==> config.mk <==
export PLATFORM = sky130hd
export DESIGN_NAME = hrc_fifo
export DESIGN_NICKNAME = d
export VERILOG_FILES = /design/src/rtl/hrc_pkg.sv /design/src/rtl/hrc_fifo.sv
export SDC_FILE = /design/constraint.sdc
export NUM_CORES = 1
export LEC_CHECK = 0
export BUFFER_PORTS_ARGS = -buffer_cell sky130_fd_sc_hd__buf_2
export CAP_MARGIN = 20
export CORE_MARGIN = 2
export CORE_UTILIZATION = 58
export CTS_BUF_LIST = sky130_fd_sc_hd__clkbuf_8
export DETAILED_ROUTE_END_ITERATION = 10
export HOLD_SLACK_MARGIN = 0.02
export PLACE_DENSITY = 0.87
export SLEW_MARGIN = 30
export SYNTH_ARGS = -nofsm -noshare
export SYNTH_HDL_FRONTEND = slang
export SYNTH_SLANG_ARGS = --single-unit
==> constraint.sdc <==
create_clock -name i_clk -period 11.85 [get_ports i_clk]
set_input_delay 3.555 -clock i_clk [delete_from_list [all_inputs] [get_ports i_clk]]
set_output_delay 3.555 -clock i_clk [all_outputs]
set_load 0.02 [all_outputs]
==> src/rtl/hrc_pkg.sv <==
// ============================================================================
// hrc_pkg: shared types and constants for the hashed route cache
// Holds the beat payload structs, command and status codes, and sizing.
// ============================================================================
package hrc_pkg;

    // Sizing of the cache and of one stored route.
    localparam int SLOTS     = 256;
    localparam int MAX_ROUTE = 32;
    localparam int SLOT_W    = $clog2(SLOTS);
    localparam int RIDX_W    = $clog2(MAX_ROUTE);
    localparam int SCNT_W    = $clog2(MAX_ROUTE + 2);
    localparam int RS_AW     = $clog2(SLOTS * MAX_ROUTE);
    localparam int LEN_W     = 6;
    localparam int CNT_W     = 9;

    // Golden-ratio multiplier split into 32-bit halves.
    localparam logic [31:0] GOLD_HI = 32'h9e37_79b9;
    localparam logic [31:0] GOLD_LO = 32'h7f4a_7c15;
    localparam logic [31:0] NO_NODE = 32'hffff_ffff;
    // The slot is taken from product bits 57..50, i.e. from bit 18 of the top word.
    localparam int HASH_LSB = 18;

    localparam logic [1:0] CMD_LOOKUP = 2'd0;
    localparam logic [1:0] CMD_FILL   = 2'd1;
    localparam logic [1:0] CMD_CLEAR  = 2'd2;

    localparam logic [2:0] ST_HIT      = 3'd0;
    localparam logic [2:0] ST_TRIVIAL  = 3'd1;
    localparam logic [2:0] ST_MISS     = 3'd2;
    localparam logic [2:0] ST_INVALID  = 3'd3;
    localparam logic [2:0] ST_STORED   = 3'd4;
    localparam logic [2:0] ST_TOO_LONG = 3'd5;
    localparam logic [2:0] ST_CLEARED  = 3'd6;

    typedef struct packed {
        logic [1:0]  cmd;
        logic [31:0] start_node;
        logic [31:0] goal_node;
        logic        car;
        logic [31:0] route_node;
        logic        fill_last;
    } t_in;

    typedef struct packed {
        logic [31:0]      out_node;
        logic [LEN_W-1:0] route_length;
        logic [2:0]       status;
        logic             last;
        logic [CNT_W-1:0] entries_in_use;
    } t_out;

    // One classified item on its way from the front to the back.
    typedef struct packed {
        t_in               item;
        logic [SLOT_W-1:0] slot;
    } t_job;

    // The 64-bit key; the top bit of the start node falls off.
    function automatic logic [63:0] key_of(input t_in it);
        return {it.start_node[30:0], it.goal_node, it.car};
    endfunction

    function automatic t_out mk_out(input logic [31:0] node, input logic [LEN_W-1:0] len,
                                    input logic [2:0] status, input logic last,
                                    input logic [CNT_W-1:0] filled);
        t_out r;
        r.out_node       = node;
        r.route_length   = len;
        r.status         = status;
        r.last           = last;
        r.entries_in_use = filled;
        return r;
    endfunction

endpackage

==> src/rtl/hrc_fifo.sv <==
// ============================================================================
// hrc_fifo: two-entry queue between front and back
// Lets the front classify the next item while the back is still busy.
// ============================================================================
module hrc_fifo (
    input  logic          i_clk,
    input  logic          i_rst_n,
    input  logic          i_push,
    input  hrc_pkg::t_job i_job,
    output logic          o_full,
    output logic          o_valid,
    input  logic          i_pop,
    output hrc_pkg::t_job o_job
);
    import hrc_pkg::*;

    t_job       r_mem [2];
    logic       r_wp;
    logic       r_rp;
    logic [1:0] r_cnt;
    logic       w_wr;
    logic       w_rd;

    assign o_full  = (r_cnt == 2'd2);
    assign o_valid = (r_cnt != 2'd0);
    assign w_wr    = i_push && !o_full;
    assign w_rd    = i_pop && o_valid;
    assign o_job   = r_mem[r_rp];

    // Storage and pointers.
    always_ff @(posedge i_clk) begin
        if (w_wr) begin
            r_mem[r_wp] <= i_job;
        end
    end

    always_ff @(posedge i_clk) begin
        if (!i_rst_n) begin
            r_wp  <= 1'b0;
            r_rp  <= 1'b0;
            r_cnt <= 2'd0;
        end else begin
            if (w_wr) begin
                r_wp <= !r_wp;
            end
            if (w_rd) begin
                r_rp <= !r_rp;
            end
            r_cnt <= r_cnt + 2'(w_wr) - 2'(w_rd);
        end
    end

endmodule

==> flow_summary.ini <==
[yosys]
ys_warn_count = 0
synth_cells = 362
synth.avg_cell_area_um2 = 22.4
synth_area_leaders = edfxtp_1 (80%), mux2_2 (12%), mux2_4 (3.7%), dfxtp_1 (1.2%), buf_6 (0.56%)
ys_seq_area_frac = 0.813
yosysMostFrequentCell = edfxtp_1
synth_area_leader_cell = edfxtp_1
yosys_register_bits = 221
synth.distinct_cells = 18
synth_nets = 476
ys.flop_type = edfxtp_1
ys_top_cells_by_count = edfxtp_1 (216), mux2_2 (88), mux2_4 (20)
yosysTopAreaCellShare = 0.801
synth_edf_count = 216
synthArstFlopShare = 0
synth_area_um2 = 8100

[timing]
finalSetupViolCount = 0
fin_crit_sh = 0.526
period_minus_slack_ns = 6.24
hold_viol = 0
rsz0062_at_grt = no
finalClockSkew_ns = 0.0128
fmax_mhz = 160
finalSetupTns_ns = 0
slew_headroom = 0.442
tightest_slew_ns = 0.836
report.final.slew_viol_count = 0

[cells_and_area]
num_antenna_cells = 0
final_cells = 816
drive_above_1_share = 0.597
area_delta_synth_final_pct = 24.2
nets = 726

[global_routing]
grt_usage = 0.189
gr-total-overflow = 0
grt_pass1_wl_um = 21200
grt_max_degree = 61
grt_pass1_vias = 4448
grt_antenna_before_repair = 1

[power]
p_leak_uw = 0.00389
peakVddDrop_v = 0.000178
p_per_area_nw_per_um2 = 218
fin_total_pwr_uw = 2190

[hold_path]
holdPathStages = 2
min_from = r_rp
hold_path_class = reg2reg
hold_end = r_rp

[floorplanning]
initial_core_util = 0.588
die_w_um = 122
dieArea_um2 = 14900
rows = 43
die_h_um = 122
ios = 222
fp.coreArea_um2 = 13800

[setup_path]
cp_data_arrival_time_ns = 2.68
r2r_setup_slack_ns = 9.47
r2r_end = r_mem[1][97]
rr_startpoint = r_cnt[0]
reg2reg_depth = 3
worstPathMaxFanout = 60
worstPathRequired_ns = 8.30
cp-start-kind = flop
path_class = reg2out
crit_path_end_kind = output pin

[clocking]
clk_path_buf_depth = 3
cts_tree = built
ctsResizeCount = 0
cts_root_buf = clkbuf_8
htree_levels = 2
cts_buffers = 35
ctsHoldBuffers = 0
path_clk_slew_ns = 0.06
clkSinkCount = 221
clkLatencyLatePin_ns = 0.49
cts_setup_buffers = 0

[drt]
drt-total-wl_um = 14600
drtPass1Iterations = 4
vias_per_cell = 5.15
first_iter_violations = 277
vias = 4204
wl_per_cell_um = 17.9
drt_drc_violations_left = 0
ant_nets = 0

[place]
dp_cells = 755
gp_congestion = 0.755
dp_hpwl_um = 9540
port_buffers = 221

[job]
drv_cap = 0

[run_status]
status = completed
## cell usage in the layout (no fill, tap or decap), types with 2 or more instances in the layout
| cell | Yosys | final |
|---|---|---|
| nor2_1 | 4 | 3 |
| edfxtp_1 | 216 | 216 |
| xnor2_1 | 2 | 2 |
| buf_2 | 8 | 221 |
| clkinv_1 | 0 | 5 |
| inv_1 | 3 | 16 |
| mux2_2 | 88 | 88 |
| ha_1 | 2 | 2 |
| mux2_4 | 20 | 20 |
| nand2_1 | 2 | 2 |
| clkbuf_8 | 0 | 41 |
| dfxtp_1 | 5 | 4 |
| buf_4 | 0 | 4 |
| nand2b_1 | 2 | 2 |
## state kept, by name, summed over array words and instances (netlist names), named ones only
| name | count |
|---|---|
| r_cnt | 2 |
| r_mem | 216 |
| r_rp | 1 |
| r_wp | 1 |
## routing by layer
layer	global-route usage	vias to the layer above	wire (um)
li1	-	1938	-
met2	0.328	174	7540
met1	0.216	2064	5590
met4	0.0675	2	267
met3	0.0688	26	1180
met5	0	-	13
## where the power goes
part           switching (uW)  total, uW  internal, uW
clock network             266        601           336
registers                49.1       1030           984
logic                     324        556           232
total                     639       2190          1550
## how the worst max path moves through the flow
stage               slack [ns]     endpoint  startpoint  cells past startpoint
floorplan                 3.13  r_mem[0][0]      i_push                      2
global placement          6.11    o_job[48]        flop                      3
detailed placement        6.07    o_job[48]        flop                      3
CTS                       5.53    o_job[48]        flop                      3
global route              5.42    o_job[71]        flop                      3
finish                    5.61    o_job[62]        flop                      3
## cell families (layout without fill, tap and decap cells)
kind of cell,after synthesis,count (layout),synth area share
adders and majority gates,2,2,0.00309
DFF,221,221,0.813
and+or+nand+nor,11,11,0.00665
muxes,109,109,0.161
AOI/OAI and AO/OA,1,1,0.000928
buffers and inverters,15,289,0.0119
xor gates and xnor gates,3,3,0.00325
## stage by stage
step                      hold slack, ns  utilization  setup WS [ns]  cell area [um2]
after global routing               0.548        0.730           5.42            10100
after global placement             0.496        0.682           6.11             9390
after detailed placement           0.512        0.682           6.07             9390
after floorplan                    0.455            -           3.13             8100
final                              0.518        0.730           5.61            10100
after CTS                          0.525        0.730           5.53            10100
## critical path, cell delays in order, from the launching register on
cell,delay (ns)
dfxtp_4,0.79
buf_4,0.76
mux2_2,0.41
buf_2,0.16
## area by class of cell
cell class | count | area, um2
timing repair buffer | 225 | 1140
sequential | 221 | 6590
clock inverter | 20 | 106
fill | 846 | 3710
inverter | 3 | 11.3
tap | 180 | 225
multi-input combinational | 126 | 1430
clock buffer | 41 | 564
Power figures use the tool's default switching activity.
