### src/rtl/hrc_pkg.sv
// ============================================================================
// hrc_pkg: shared types and constants for the hashed route cache
// Holds the beat payload structs, command and status codes, and sizing.
// ============================================================================
package hrc_pkg;

    // Sizing of the cache and of one stored route.
    localparam int SLOTS     = 256;
    localparam int MAX_ROUTE = 32;
    localparam int SLOT_W    = $clog2(SLOTS);
    localparam int RIDX_W    = $clog2(MAX_ROUTE);
    localparam int SCNT_W    = $clog2(MAX_ROUTE + 2);
    localparam int RS_AW     = $clog2(SLOTS * MAX_ROUTE);
    localparam int LEN_W     = 6;
    localparam int CNT_W     = 9;

    // Golden-ratio multiplier split into 32-bit halves.
    localparam logic [31:0] GOLD_HI = 32'h9e37_79b9;
    localparam logic [31:0] GOLD_LO = 32'h7f4a_7c15;
    localparam logic [31:0] NO_NODE = 32'hffff_ffff;
    // The slot is taken from product bits 57..50, i.e. from bit 18 of the top word.
    localparam int HASH_LSB = 18;

    localparam logic [1:0] CMD_LOOKUP = 2'd0;
    localparam logic [1:0] CMD_FILL   = 2'd1;
    localparam logic [1:0] CMD_CLEAR  = 2'd2;

    localparam logic [2:0] ST_HIT      = 3'd0;
    localparam logic [2:0] ST_TRIVIAL  = 3'd1;
    localparam logic [2:0] ST_MISS     = 3'd2;
    localparam logic [2:0] ST_INVALID  = 3'd3;
    localparam logic [2:0] ST_STORED   = 3'd4;
    localparam logic [2:0] ST_TOO_LONG = 3'd5;
    localparam logic [2:0] ST_CLEARED  = 3'd6;

    typedef struct packed {
        logic [1:0]  cmd;
        logic [31:0] start_node;
        logic [31:0] goal_node;
        logic        car;
        logic [31:0] route_node;
        logic        fill_last;
    } t_in;

    typedef struct packed {
        logic [31:0]      out_node;
        logic [LEN_W-1:0] route_length;
        logic [2:0]       status;
        logic             last;
        logic [CNT_W-1:0] entries_in_use;
    } t_out;

    // One classified item on its way from the front to the back.
    typedef struct packed {
        t_in               item;
        logic [SLOT_W-1:0] slot;
    } t_job;

    // The 64-bit key; the top bit of the start node falls off.
    function automatic logic [63:0] key_of(input t_in it);
        return {it.start_node[30:0], it.goal_node, it.car};
    endfunction

    function automatic t_out mk_out(input logic [31:0] node, input logic [LEN_W-1:0] len,
                                    input logic [2:0] status, input logic last,
                                    input logic [CNT_W-1:0] filled);
        t_out r;
        r.out_node       = node;
        r.route_length   = len;
        r.status         = status;
        r.last           = last;
        r.entries_in_use = filled;
        return r;
    endfunction

endpackage

### src/rtl/hrc_front.sv
// ============================================================================
// hrc_front: input stage of the hashed route cache
// Accepts one beat, forms the key hash with a shared 32x32 multiplier in the
// states M0, M1 and M2 and hands the item with its slot to the queue.
// ============================================================================
module hrc_front (
    input  logic          i_clk,
    input  logic          i_rst_n,
    input  logic          i_valid,
    output logic          o_stall,
    input  hrc_pkg::t_in  i_data,
    output logic          o_push,
    input  logic          i_full,
    output hrc_pkg::t_job o_job
);
    import hrc_pkg::*;

    typedef enum logic [2:0] {F_IDLE, F_M0, F_M1, F_M2, F_PUSH} t_fst;

    t_fst        r_st;
    t_in         r_item;
    logic [31:0] r_hi;
    logic [63:0] w_key;
    logic [31:0] w_a;
    logic [31:0] w_b;
    logic [63:0] w_prod;

    assign w_key = key_of(r_item);

    // Operand selection for the three partial products of the low 64 bits.
    always_comb begin
        case (r_st)
            F_M1: begin
                w_a = w_key[63:32];
                w_b = GOLD_LO;
            end
            F_M2: begin
                w_a = w_key[31:0];
                w_b = GOLD_HI;
            end
            default: begin
                w_a = w_key[31:0];
                w_b = GOLD_LO;
            end
        endcase
    end

    assign w_prod = 64'(w_a) * 64'(w_b);

    // Sequencer and the upper product word.
    always_ff @(posedge i_clk) begin
        if (!i_rst_n) begin
            r_st <= F_IDLE;
        end else begin
            case (r_st)
                F_IDLE: begin
                    if (i_valid) begin
                        r_item <= i_data;
                        r_st   <= F_M0;
                    end
                end
                F_M0: begin
                    r_hi <= w_prod[63:32];
                    r_st <= F_M1;
                end
                F_M1: begin
                    r_hi <= r_hi + w_prod[31:0];
                    r_st <= F_M2;
                end
                F_M2: begin
                    r_hi <= r_hi + w_prod[31:0];
                    r_st <= F_PUSH;
                end
                F_PUSH: begin
                    if (!i_full) begin
                        r_st <= F_IDLE;
                    end
                end
                default: r_st <= F_IDLE;
            endcase
        end
    end

    assign o_stall    = (r_st != F_IDLE);
    assign o_push     = (r_st == F_PUSH);
    assign o_job.item = r_item;
    assign o_job.slot = r_hi[HASH_LSB +: SLOT_W];

endmodule

### config.mk
export PLATFORM = sky130hd
export DESIGN_NAME = hrc_front
export DESIGN_NICKNAME = d
export VERILOG_FILES = /design/src/rtl/hrc_pkg.sv /design/src/rtl/hrc_front.sv
export SDC_FILE = /design/constraint.sdc
export NUM_CORES = 2
export LEC_CHECK = 0
export BUFFER_PORTS_ARGS = -buffer_cell sky130_fd_sc_hd__buf_2
export CAP_MARGIN = 5
export CORE_AREA = 2 2 327 329
export DETAILED_ROUTE_END_ITERATION = 16
export DIE_AREA = 0 0 329 331
export SLEW_MARGIN = 20
export SYNTH_ARGS = -nofsm -noshare
export SYNTH_HDL_FRONTEND = slang
export SYNTH_SLANG_ARGS = --single-unit
### constraint.sdc
create_clock -name i_clk -period 13.4 [get_ports i_clk]
set_input_delay 2.68 -clock i_clk [delete_from_list [all_inputs] [get_ports i_clk]]
set_output_delay 2.68 -clock i_clk [all_outputs]
set_load 0.005 [all_outputs]
==> impl_metrics.toml <==
[status]
status = "completed"

[place]
placed_cells = 4350
port_buffers = 213
dp_hpwl_microns = 83880
place.gp.congestion = 1.002

[finish]
ff_latch_area_sq_um = 3845
multi_input_area_sq_um = 22450
layout-drive-gt1-share = 0.09395
nets = 4130
nFillCells = 10870
utilization = 0.3106
stdcell_count = 4384
syn_to_final_growth_pct = 11.24

[detailed_routing]
drt_iter0_drc = 1548
wirelength_microns = 93730
vias = 20460
drc = 0
detail_route.first_pass.iterations = 5
wl_per_cell_microns = 21.38
vias_per_cell = 4.666
antenna_left = 0

[die]
core_sq_um = 105000
dieWidth_microns = 329
start_util = 0.2792
rows = 119
pin_count = 214
die_area_sq_um = 108900
die_h_microns = 331

[timing]
slew-limit-headroom = 0.2881
hold_violations = 0
fin_crit_sh = 0.7930
whs_ps = 598.5
slew_viol_final = 0
tns_ps = 0
layout_min_cycle_time_ps = 10630
setup_viol = 0
worstMarginPinSlew_ps = 1038
clock_skew_ps = 24.03
max_freq_mhz = 94.11
rsz0062_at_grt = "false"

[logic_synthesis]
synth_edf_count = 126
ys_top_cells_by_area = "fa_1, ha_1, edfxtp_1"
yosysMostFrequentCell = "inv_1"
yosys_warnings = 0
syn_avg_cell_area_sq_um = 10.47
yosysTopAreaCellShare = 0.4112
synth_top_area_cell = "fa_1"
post_synth_num_cell_types = 73
ys_async_sr_fraction = 0
ys_seq_area_frac = 0.1312
synth_area_sq_um = 29310
synthCells = 2799
ys_ff_latch = 129
yosys-top-cells-count = "inv_1, fa_1, ha_1"
synthFlopType = "edfxtp_1"

[critical_path]
crit_end = "r_hi[24]"
crit_path_start_kind = "flip-flop"
max_stage_delay_ps = 910
crit_type = "reg2reg"
arrival_ps = 10870
startpoint = "r_st[0]"
reg2reg_from = "r_st[0]"
worstReg2RegEnd = "r_hi[24]"
cp_slowest_cell = "mux2i_1"
endpoint_kind = "flip-flop"
worstRegToRegCells = 29
r2r_slack_ps = 2770
critical_path.max_fanout = 39
cp.required_ps = 13640

[clock_network]
cts_setup_buffers = 0
post_cts_resized = 0
cts-root-buf = "clkbuf_16"
htreeDepth = 4
numCtsBuffers = 17
clkTransAtPathRegs_ps = 70
cts_tree = "done"
max-clock-path-buffers = 2
clock_latency_ps = 490
clock-sinks = 129
cts_hold_buf = 0

[global_routing]
grt_pass1_vias = 21640
antenna_found_initial = 3
grt_pass1_wl_microns = 139900
grt_usage = 0.1768
overflow = 0
grt_max_degree = 63

[min_path]
min-delay-path-class = "reg2reg"

[job]
maxCapViolCount = 0
## cell type report
class | instances | share of cell area
diodes | 2 | 0.0001535
clock buffers | 17 | 0.01305
clock inverters | 15 | 0.006371
inverters | 726 | 0.08359
multi-input cells | 1873 | 0.6887
flip-flops and latches | 129 | 0.1179
well taps | 1391 | 0.05338
repair buffers | 231 | 0.03684
## per-layer routing
layer,track usage,vias up,routed length [microns]
met1,0.2452,10320,40730
li1,-,9094,-
met3,0.04294,151,8430
met2,0.2668,889,40730
met5,0,-,28
met4,0.06601,4,3816
## critical path, delay by kind of cell, from the launching register on
| kind | cells | cell delay [ps] |
|---|---|---|
| adder cells (fa/ha/maj) | 10 | 4030 |
| buffers and inverters | 5 | 1090 |
| AO/OA/AOI/OAI | 8 | 2470 |
| flip-flops | 1 | 310 |
| multiplexers | 1 | 910 |
| AND/OR/NAND/NOR | 4 | 1220 |
| XOR/XNOR | 1 | 300 |
## through the flow
step	setup WS (ps)	cell area (sq um)
6_report	2774	32600
2_1_floorplan	4607	29420
5_1_grt	2261	32600
4_1_cts	2784	32600
3_3_place_gp	2856	31960
3_5_place_dp	2823	31960
## cells in the final DEF, fill, tap and decap left out, types with 5 or more instances in the layout
cell	count
inv_1	724
fa_1	602
ha_1	446
buf_2	213
nand2_1	182
edfxtp_1	126
a21oi_1	81
nor2_1	69
nand3_1	56
xnor2_1	53
o21ai_0	52
a21o_1	40
mux2i_1	33
conb_1	33
buf_4	18
clkbuf_16	17
nor3_1	16
xor2_1	16
o21bai_1	13
nand2b_1	12
a211oi_1	12
nand4_1	12
o21a_1	11
and3_1	10
a31oi_1	10
and2_1	7
a21boi_0	7
o31ai_1	7
or3_1	6
o211ai_1	5
nand3b_1	5
inv_8	5
## logic make-up after synthesis
kind of cell    Yosys count  synth area share
simple gates            407           0.06378
compound gates          281           0.06302
flops                   129            0.1312
xor+xnor                 69           0.02062
buf+inv                 828            0.1075
fa+ha+maj              1048            0.6016
mux                      35           0.01204
other cells               2         0.0002563
## how the worst min path moves through the flow
stage / start / end / cells past startpoint
6_report: r_st[1] / r_st[0] / 2
5_1_grt: r_st[1] / r_st[0] / 2
2_1_floorplan: r_st[1] / r_st[1] / 3
3_5_place_dp: r_st[1] / r_st[0] / 2
4_1_cts: r_st[1] / r_st[0] / 2
3_3_place_gp: r_st[1] / r_st[0] / 2
## flip-flops by register name, indices dropped and copies added, names as in the netlist
| name | cells |
|---|---|
| o_job | 100 |
| r_hi | 26 |
| r_st | 3 |
Power is left out: the tool's default activity adds up to more than one toggle a clock period on the data nets, which glitch-free logic cannot reach.
